## config.mk

```make
export PLATFORM = sky130hd
export DESIGN_NAME = fifo_move_duplicate_to_tail_core
export DESIGN_NICKNAME = d
export VERILOG_FILES = /design/src/design/fmdt_pkg.sv /design/src/design/fmdt_cell.sv /design/src/design/fifo_move_duplicate_to_tail_core.sv
export SDC_FILE = /design/constraint.sdc
export NUM_CORES = 2
export LEC_CHECK = 0
export ABC_AREA = 1
export BUFFER_PORTS_ARGS = -buffer_cell sky130_fd_sc_hd__buf_4
export CAP_MARGIN = 5
export CORE_UTILIZATION = 25
export DETAILED_ROUTE_END_ITERATION = 7
export HOLD_SLACK_MARGIN = 0.06
export PLACE_DENSITY = 0.35
export RECOVER_POWER = 100
export SYNTH_ARGS = -nofsm -noshare
export SYNTH_HDL_FRONTEND = slang
export SYNTH_SLANG_ARGS = --single-unit
export TNS_END_PERCENT = 5
```

## constraint.sdc

```tcl
create_clock -name i_clk -period 21.1 [get_ports i_clk]
set_clock_uncertainty 0.05 [all_clocks]
set_input_delay 4.22 -clock i_clk [delete_from_list [all_inputs] [get_ports i_clk]]
set_output_delay 4.22 -clock i_clk [all_outputs]
set_load 0.02 [all_outputs]
```

## src/design/fmdt_pkg.sv

```systemverilog
`timescale 1ns / 1ps
// Package with the shared constants, codes and types of the deduplicating queue.
package fmdt_pkg;

    localparam int DEPTH       = 16;
    localparam int VALUE_WIDTH = 32;
    localparam int OUT_WIDTH   = 32;
    localparam int CNT_W       = 5;
    localparam int STATUS_W    = 2;
    localparam int OUT_TDATA_W = 104;

    localparam logic OP_PUSH = 1'b0;
    localparam logic OP_POP  = 1'b1;

    typedef enum logic [STATUS_W-1:0] {
        ST_OK    = 2'd0,
        ST_DUP   = 2'd1,
        ST_EMPTY = 2'd2,
        ST_FULL  = 2'd3
    } t_status;

    typedef struct packed {
        logic                   push;
        logic                   pop;
        logic [VALUE_WIDTH-1:0] value;
    } t_cell_ctrl;

endpackage

```

## src/design/fmdt_cell.sv

```systemverilog
`timescale 1ns / 1ps
// One queue slot: holds an entry, compares it and shifts toward the head.
module fmdt_cell (
    input  logic                           i_clk,
    input  logic                           i_rst_n,
    input  fmdt_pkg::t_cell_ctrl           i_ctrl,
    input  logic                           i_prev_valid,
    input  logic                           i_next_valid,
    input  logic [fmdt_pkg::VALUE_WIDTH-1:0] i_next_data,
    input  logic                           i_hit,
    output logic                           o_valid,
    output logic [fmdt_pkg::VALUE_WIDTH-1:0] o_data,
    output logic                           o_match,
    output logic                           o_hit
);

    logic                             r_valid;
    logic [fmdt_pkg::VALUE_WIDTH-1:0] r_data;
    logic                             n_valid;
    logic [fmdt_pkg::VALUE_WIDTH-1:0] n_data;
    logic                             w_match;

    assign w_match = r_valid && (r_data == i_ctrl.value);

    always_comb begin
        n_valid = r_valid;
        n_data  = r_data;
        if (i_ctrl.pop) begin
            n_valid = i_next_valid;
            n_data  = i_next_data;
        end else if (i_ctrl.push) begin
            if (r_valid && (i_hit || w_match)) begin
                // Entries behind the duplicate move up; the last one takes the value.
                n_data = i_next_valid ? i_next_data : i_ctrl.value;
            end else if (!r_valid && i_prev_valid && !i_hit) begin
                n_valid = 1'b1;
                n_data  = i_ctrl.value;
            end
        end
    end

    always_ff @(posedge i_clk) begin
        if (!i_rst_n) begin
            r_valid <= 1'b0;
        end else begin
            r_valid <= n_valid;
        end
    end

    always_ff @(posedge i_clk) begin
        r_data <= n_data;
    end

    assign o_valid = r_valid;
    assign o_data  = r_data;
    assign o_match = w_match;
    assign o_hit   = i_hit || w_match;

endmodule

```

## src/design/fifo_move_duplicate_to_tail_core.sv

```systemverilog
`timescale 1ns / 1ps
// A result is first held in the pending register and then moved into the output register.
// Throughput: one item per cycle while the output side takes results.
// Every slot compares the pushed value in parallel and shifts at most one place per item.
// Reset empties the queue; entry data is left as it is and never read while invalid.
// The output register holds a result while a new item is accepted.
module fifo_move_duplicate_to_tail_core (
    input  logic                                  i_clk,
    input  logic                                  i_rst_n,
    input  logic                                  s_axis_tvalid,
    output logic                                  s_axis_tready,
    input  logic [fmdt_pkg::VALUE_WIDTH-1:0]      s_axis_tdata,  // [31:0] value
    input  logic                                  s_axis_tuser,  // [0] op
    output logic                                  m_axis_tvalid,
    input  logic                                  m_axis_tready,
    // [31:0] popped_value, [63:32] front_value, [95:64] back_value,
    // [100:96] entry_count, [101] is_empty, [103:102] zero
    output logic [fmdt_pkg::OUT_TDATA_W-1:0]      m_axis_tdata,
    output logic [fmdt_pkg::STATUS_W-1:0]         m_axis_tuser   // [1:0] status
);

    localparam int DEPTH = fmdt_pkg::DEPTH;
    localparam int VW    = fmdt_pkg::VALUE_WIDTH;
    localparam int OW    = fmdt_pkg::OUT_WIDTH;
    localparam int CW    = fmdt_pkg::CNT_W;

    logic                     w_in_acc;
    logic                     w_slot_free;
    logic                     w_load;
    fmdt_pkg::t_cell_ctrl     w_ctrl;
    logic [DEPTH-1:0]         w_valid;
    logic [DEPTH-1:0]         w_match;
    logic [DEPTH:0]           w_hit;
    logic [VW-1:0]            w_data [DEPTH];
    logic [VW-1:0]            w_back;
    logic                     w_any_hit;

    logic                     r_pend;
    fmdt_pkg::t_status        r_pend_status;
    logic [VW-1:0]            r_pend_popped;
    fmdt_pkg::t_status        n_status;
    logic [VW-1:0]            n_popped;
    logic [CW-1:0]            r_count;
    logic [CW-1:0]            n_count;

    logic                     r_ovalid;
    fmdt_pkg::t_status        r_o_status;
    logic [OW-1:0]            r_o_popped;
    logic [OW-1:0]            r_o_front;
    logic [OW-1:0]            r_o_back;
    logic [CW-1:0]            r_o_count;
    logic                     r_o_empty;

    assign w_slot_free   = !r_ovalid || m_axis_tready;
    assign w_load        = r_pend && w_slot_free;
    assign s_axis_tready = !r_pend || w_slot_free;
    assign w_in_acc      = s_axis_tvalid && s_axis_tready;

    assign w_ctrl.push  = w_in_acc && (s_axis_tuser == fmdt_pkg::OP_PUSH);
    assign w_ctrl.pop   = w_in_acc && (s_axis_tuser == fmdt_pkg::OP_POP);
    assign w_ctrl.value = s_axis_tdata;

    assign w_hit[0] = 1'b0;

    for (genvar g = 0; g < DEPTH; g++) begin : g_cell
        logic          w_prev_valid;
        logic          w_next_valid;
        logic [VW-1:0] w_next_data;
        if (g == 0) begin : g_head
            assign w_prev_valid = 1'b1;
        end else begin : g_body
            assign w_prev_valid = w_valid[g-1];
        end
        if (g == DEPTH - 1) begin : g_last
            assign w_next_valid = 1'b0;
            assign w_next_data  = '0;
        end else begin : g_mid
            assign w_next_valid = w_valid[g+1];
            assign w_next_data  = w_data[g+1];
        end
        fmdt_cell u_cell (
            .i_clk        (i_clk),
            .i_rst_n      (i_rst_n),
            .i_ctrl       (w_ctrl),
            .i_prev_valid (w_prev_valid),
            .i_next_valid (w_next_valid),
            .i_next_data  (w_next_data),
            .i_hit        (w_hit[g]),
            .o_valid      (w_valid[g]),
            .o_data       (w_data[g]),
            .o_match      (w_match[g]),
            .o_hit        (w_hit[g+1])
        );
    end

    assign w_any_hit = w_hit[DEPTH];

    always_comb begin
        w_back = '0;
        for (int k = 0; k < DEPTH; k++) begin
            if (w_valid[k] && ((k == DEPTH - 1) || !w_valid[(k + 1) % DEPTH])) begin
                w_back = w_back | w_data[k];
            end
        end
    end

    always_comb begin
        n_status = fmdt_pkg::ST_OK;
        n_popped = '0;
        n_count  = r_count;
        if (s_axis_tuser == fmdt_pkg::OP_POP) begin
            if (r_count == '0) begin
                n_status = fmdt_pkg::ST_EMPTY;
            end else begin
                n_popped = w_data[0];
                n_count  = r_count - CW'(1);
            end
        end else begin
            if (w_any_hit) begin
                n_status = fmdt_pkg::ST_DUP;
            end else if (r_count == CW'(DEPTH)) begin
                n_status = fmdt_pkg::ST_FULL;
            end else begin
                n_count = r_count + CW'(1);
            end
        end
    end

    always_ff @(posedge i_clk) begin
        if (!i_rst_n) begin
            r_pend   <= 1'b0;
            r_count  <= '0;
            r_ovalid <= 1'b0;
        end else begin
            if (w_in_acc) begin
                r_pend  <= 1'b1;
                r_count <= n_count;
            end else if (w_load) begin
                r_pend <= 1'b0;
            end
            if (w_load) begin
                r_ovalid <= 1'b1;
            end else if (m_axis_tready) begin
                r_ovalid <= 1'b0;
            end
        end
    end

    always_ff @(posedge i_clk) begin
        if (w_in_acc) begin
            r_pend_status <= n_status;
            r_pend_popped <= n_popped;
        end
        if (w_load) begin
            r_o_status <= r_pend_status;
            r_o_popped <= OW'(r_pend_popped);
            r_o_front  <= w_valid[0] ? OW'(w_data[0]) : '0;
            r_o_back   <= OW'(w_back);
            r_o_count  <= r_count;
            r_o_empty  <= (r_count == '0);
        end
    end

    assign m_axis_tvalid = r_ovalid;
    assign m_axis_tuser  = r_o_status;
    assign m_axis_tdata  = {2'b00, r_o_empty, r_o_count, r_o_back, r_o_front, r_o_popped};

`ifndef ASSERT_OFF
    a_count_matches_cells: assert property (@(posedge i_clk) disable iff (!i_rst_n)
        $countones(w_valid) == 32'(r_count))
        else $error("entry count differs from the number of valid slots");

    a_valid_packed: assert property (@(posedge i_clk) disable iff (!i_rst_n)
        (w_valid & (w_valid + DEPTH'(1))) == '0)
        else $error("valid slots are not packed toward the head");

    a_unique_entries: assert property (@(posedge i_clk) disable iff (!i_rst_n)
        $onehot0(w_match))
        else $error("a value is held in more than one slot");

    a_count_step: assert property (@(posedge i_clk) disable iff (!i_rst_n)
        !w_in_acc |=> (r_count == $past(r_count)))
        else $error("entry count changed without an accepted item");
`endif

endmodule

```

; After elaboration in Yosys (flattened, before gate mapping)
; Index checks and enable logic that the tools add are counted.
[totals]
out_inout_bits = 108
romBits = 0
word_cells = 446
regBits = 673
ram_bits = 0
latchBits = 0
memories = 0
inputBits = 37
[op_classes]
shift = 0
n_lt_le_gt_ge = 0
div_mod_pow = 0
add_sub_neg = 2
mux = 164
bitwise = 18
n_reduce_logical = 183
mul = 0
eq_ne = 36
[ops]
columns = op, n
row1 = 32-bit two-way mux, 93
row2 = 32-bit == test, 16
row3 = 32-bit bitwise OR, 15
row4 = 1-bit logical AND, 66
row5 = 1-bit two-way mux, 63
row6 = 3-bit AND reduction, 15
row7 = 3-bit nonzero test, 14
row8 = 2-bit nonzero test, 18
row9 = "2-bit != test, second input constant", 17
row10 = 2-bit AND reduction, 17
row11 = 1-bit logical NOT, 32
row12 = 5-bit two-way mux, 4
row13 = 1-bit logical OR, 17
row14 = 2-bit two-way mux, 4
row15 = "5-bit by 1-bit adder with 5-bit output, second input constant", 1
row16 = "5-bit == test, second input constant", 1
row17 = 5-bit logical NOT, 1
row18 = "5-bit by 1-bit subtractor with 5-bit output, second input constant", 1
row19 = 4-bit AND reduction, 1
row20 = 2-bit OR reduction, 2
row21 = "3-bit by 2-bit != test with 1-bit output, second input constant", 1
row22 = 1-bit NOT, 3
row23 = "2-bit by 1-bit != test with 1-bit output, second input constant", 1

; Logic depth before layout (Yosys ltp)
[logic_depth]
depth_word = 33
ltp_mapped = 22
depth_no_buf = 21

; By module
; Synthesis repeated with hierarchy kept, for this count alone.
[hier_totals]
hier_cells = 6772
hier_area_um2 = 46641.0
[modules_own_cells]
columns = module, seq_area_each_um2, cells_per_inst, instances, area_per_inst_um2
row1 = fmdt_cell, 980.9, 350, 16, 2371.0
row2 = fifo_move_duplicate_to_tail_core, 4284.1, 1172, 1, 8704.6

; Worst setup path after synthesis
; Ideal clock, no wire load.
[synth_timing]
path_kind = input port to flip-flop
startpoint = in m_axis_tready
endpoint = reg r_o_status[0], in the netlist m_axis_tuser[0] (enable)
arrival_time_ns = 9.277
n_path_buf = 0
t_required_ns = 20.449
path_stages = 2
path_slack_ns = 11.172
path_cell_list = inv_1 a21oi_1
[synth_via]
elab_chain_cells = 2
[synth_lines]
columns = element, line_no
row1 = "start, declared", fifo_move_duplicate_to_tail_core.sv:15  ; input logic m_axis_tready,
row2 = 1-bit logical OR, fifo_move_duplicate_to_tail_core.sv:54  ; assign w_slot_free = !r_ovalid || m_axis_tready;
row3 = 1-bit logical AND, fifo_move_duplicate_to_tail_core.sv:55  ; assign w_load = r_pend && w_slot_free;
row4 = named net w_load, fifo_move_duplicate_to_tail_core.sv:29  ; logic w_load;
row5 = "end signal, assigned", fifo_move_duplicate_to_tail_core.sv:155  ; r_o_status <= r_pend_status;
row6 = "end, declared", fifo_move_duplicate_to_tail_core.sv:47  ; fmdt_pkg::t_status r_o_status;
; The timed path passes the listed nets, and every way through them passes these cells.
; A chain may end at the register's enable or synchronous reset.

; Worst setup path after layout
[layout_timing]
startpoint = in s_axis_tdata[21] in the netlist's numbering
endpoint = reg g_cell[1].u_cell.r_data (netlist bit g_cell[1].u_cell.o_data[2]), data pin
[layout_via]
elab_chain_cells = 7
word_cells_on_any_way = 9
cone_classes = eq/ne (2) / mux (3) / reduce/logical (4)
[layout_lines]
columns = element, line_no
row1 = "start, declared", fifo_move_duplicate_to_tail_core.sv:12  ; input logic [fmdt_pkg::VALUE_WIDTH-1:0] s_axis_tdata,
row2 = 32-bit == test, fmdt_cell.sv:23  ; assign w_match = r_valid && (r_data == i_ctrl.value);
row3 = 1-bit logical AND, fmdt_cell.sv:23
row4 = 1-bit logical OR (*), fmdt_cell.sv:32  ; if (r_valid && (i_hit || w_match)) begin
row5 = 1-bit logical AND (*), fmdt_cell.sv:32
row6 = 32-bit two-way mux (*), fmdt_cell.sv:32
row7 = 32-bit two-way mux (*), fmdt_cell.sv:31  ; end else if (i_ctrl.push) begin
row8 = 32-bit two-way mux (*), fmdt_cell.sv:28  ; if (i_ctrl.pop) begin
row9 = named net g_cell[1].u_cell.n_data (one bit), fmdt_cell.sv:20  ; logic [fmdt_pkg::VALUE_WIDTH-1:0] n_data;
row10 = "end signal, assigned", fmdt_cell.sv:51  ; r_data <= n_data;
row11 = "end, declared", fmdt_cell.sv:18  ; logic [fmdt_pkg::VALUE_WIDTH-1:0] r_data;
; Mark *: on every way through the listed nets, which the timed path passes. The rest lies on a longest branch. The select of a mux whose other input is x is not followed.

==> results.py <==
metrics = {
    "synthesis": {
        "yosysTopAreaCell": "edfxtp_1",
        "synth-seq-cells": 673,
        "netlist_area_mm2": 0.0403,
        "synth_edf_count": 618,
        "synthSimpleGateAreaFrac": 0.260,
        "synth_fa_ha_area_frac": 0.00143,
        "synth_mux_area_frac": 0,
        "synth_xor_area_frac": 0.0293,
        "synth_top_family_by_area": "simple AND/OR/NAND/NOR gates",
        "synth.top_cell.area_share": 0.460,
        "ys_warn_count": 0,
        "synthCells": 5055,
        "synth.distinct_cells": 59,
        "ys.flop_type": "edfxtp_1",
        "synth_async_sr_flop_share": 0,
        "synth.area.top_cells": "edfxtp_1, nand2_1, o21ai_0, inv_1, nand4_1",
        "synth_compound_area_frac": 0.135,
        "avgSynthCellArea_um2": 7.98,
        "ys_seq_area_frac": 0.487,
    },
    "sta": {
        "period_minus_slack_ns": 13.63,
        "final-setup-viol-count": 0,
        "maxSlewHeadroom": -2.30,
        "final_max_slew_viol_count": 1792,
        "fin_crit_sh": 0.646,
        "hold_viol": 0,
        "rsz0062_at_grt": "no",
        "fmax_mhz": 73.4,
        "tns_ns": 0,
        "worst_slew_pin_slew_ns": 4.89,
    },
    "die": {
        "die_area_mm2": 0.163,
        "die_x_um": 404,
        "rows": 147,
        "die-height_um": 404,
        "core_mm2": 0.160,
        "start_util": 0.251,
        "io_pins": 145,
    },
    "power_and_ir_drop": {
        "p_leak_nw": 17.4,
        "p_per_area_mw_per_mm2": 91.4,
        "peakVddDrop_uv": 61.3,
    },
    "clock_tree": {
        "ctsResizeCount": 0,
        "cts_buffer_depth": 3,
        "insertion_delay_ns": 0.74,
        "cts.sinks": 673,
        "clkTransAtPathRegs_ns": 0.07,
        "htree_levels": 3,
        "holdBufCountCts": 0,
        "tritoncts": "done",
        "cts_setup_buffers": 0,
        "clock-root-buffer": "clkbuf_16",
        "cts_buffers": 90,
    },
    "place": {
        "globalplace.congestion": 1.01,
        "io_buffers": 142,
        "place_area_mm2": 0.0439,
        "hpwl_mm": 208,
    },
    "global_route": {
        "grt_max_degree": 66,
        "grt_use_total": 0.335,
        "grt-ovfl-total": 0,
        "antenna_found_initial": 22,
        "grt_pass1_vias": 38429,
        "grt_pass1_wl_mm": 366,
    },
    "setup_path": {
        "crit_arrival_ns": 14.12,
        "cp-end-kind": "flop",
        "critPathMaxFanout": 44,
        "worstPathCellList": "clkbuf_1, clkinv_1, clkbuf_1, nand2_1, nand4_1, nor2_1, nand2_1, nor2_1, nand3_1, nand2_1, inv_1, o31ai_1, clkbuf_1, nand2_1, o21ai_0",
        "r2r_start": "g_cell[0].u_cell.o_valid$_SDFFE_PN0P_",
        "worst-setup-path-type": "in2reg",
        "startpoint_type": "input pin",
        "required_ns": 21.59,
        "critPathSlowestCell": "o31ai_1",
        "cp-startpoint": "s_axis_tdata[21]",
        "max_stage_delay_ns": 2.10,
        "r2r_slack_ns": 13.79,
        "crit_top_cell": "nand2_1",
    },
    "run_status": {
        "violations": "max-capacitance violations, max-slew violations",
        "status": "complete, but fails checks",
    },
    "min_path": {
        "min_path_type": "reg2reg",
        "min-delay-start": "r_pend_popped[30]$_SDFFCE_PP0P_",
    },
    "drt": {
        "met2_length_mm": 121,
        "viasPerCell": 5.61,
        "highest_layer": "met5",
        "vias": 41149,
        "ant_nets": 0,
        "drc": 0,
        "wl_mm": 280,
        "wl_met1_mm": 118,
        "wl_per_cell_um": 38.2,
        "route.met3.wl_mm": 23.2,
        "first_iter_violations": 5605,
        "drtPass1Iterations": 6,
    },
    "finish": {
        "final_cell_mix": "nand2_1, edfxtp_1, o21ai_0",
        "layout-drive-gt1-share": 0.0621,
        "area_delta_synth_final_pct": 14.3,
        "nets": 5136,
        "final_common_cell": "nand2_1",
        "final_cell_area_mm2": 0.0461,
    },
    "flow_run": {
        "drv_cap": 43,
    },
}
## layer usage
metal,vias to the layer above,track usage
met5,-,0
met2,2458,0.508
met4,6,0.194
met3,551,0.0525
met1,20699,0.451
li1,17435,-
## critical path, delay by kind of cell
| kind | cells | cell delay (ns) |
|---|---|---|
| AOI/OAI and AO/OA | 2 | 2.34 |
| and+or+nand+nor | 8 | 1.71 |
| buffers and inverters | 5 | 5.77 |
## cell type report
type,count,area (um^2)
fill,17567,114000
sequential,673,19700
multi-input combinational,3521,17300
tap,2160,2700
clock buffer,116,2380
inverter,545,2050
timing repair buffer,264,1430
clock inverter,53,544
antenna,6,15.0
## logic make-up after synthesis
| family | Yosys count |
|---|---|
| and+or+nand+nor | 2437 |
| AOI/OAI and AO/OA | 943 |
| buffers and inverters | 862 |
| DFF | 673 |
| xor gates and xnor gates | 135 |
| adders and majority gates | 4 |
| other | 1 |
## path summary, 6_finish.rpt
path,end,cells past startpoint
max,g_cell[1].u_cell.o_data[2]$_DFFE_PP_,15
min,r_o_popped[30]$_DFFE_PP_,0
max reg2reg,r_o_back[19]$_DFFE_PP_,9
min reg2reg,r_o_popped[30]$_DFFE_PP_,0
## power by group
part | switching [W] | leakage, nW | internal [W]
logic | 0.000675 | 9.64 | 0.000187
registers | 0.000157 | 6.37 | 0.00161
clock network | 0.000685 | 1.43 | 0.000900
## state kept, by name, indices dropped and copies added, names as in the netlist
signal	cells
m_axis_tvalid	1
r_o_popped	32
r_o_empty	1
g_cell.u_cell.o_data	512
r_o_front	32
r_pend_popped	32
m_axis_tuser	2
r_pend	1
r_o_back	32
r_count	5
r_o_count	5
g_cell.u_cell.o_valid	16
r_pend_status	2
## metrics by stage
step / util / worst slack (ns) / power [W] / cells / hold slack (ns)
floorplan: - / 11.17 / 0.00211 / 5056 / 0.350
global placement: 0.274 / 11.64 / 0.00264 / 7163 / 0.352
detailed placement: 0.274 / 11.66 / 0.00263 / 7163 / 0.355
CTS: 0.292 / 12.04 / 0.00422 / 7332 / 0.368
global route: 0.287 / 7.38 / 0.00431 / 7332 / 0.375
finish: 0.287 / 7.47 / 0.00421 / 7338 / 0.366
## synthesized netlist by cell type (all sizes together), types with 3 or more instances
cell type,n
nand2,1450
edfxtp,618
o21ai,616
inv,542
nor2,378
nand4,242
clkbuf,183
nand3,137
buf,134
o22ai,97
nor4,77
nor3,75
a21oi,69
xnor2,68
xor2,67
a221oi,57
dfxtp,55
o2111ai,36
or2,32
a2111oi,18
nor3b,14
o221ai,14
nand3b,12
a211oi,11
nor4b,6
a22o,5
o211ai,5
o31ai,5
a31oi,4
o21bai,4
or4,4
clkinv,3
ha,3
or3,3
Power figures use the tool's default switching activity.
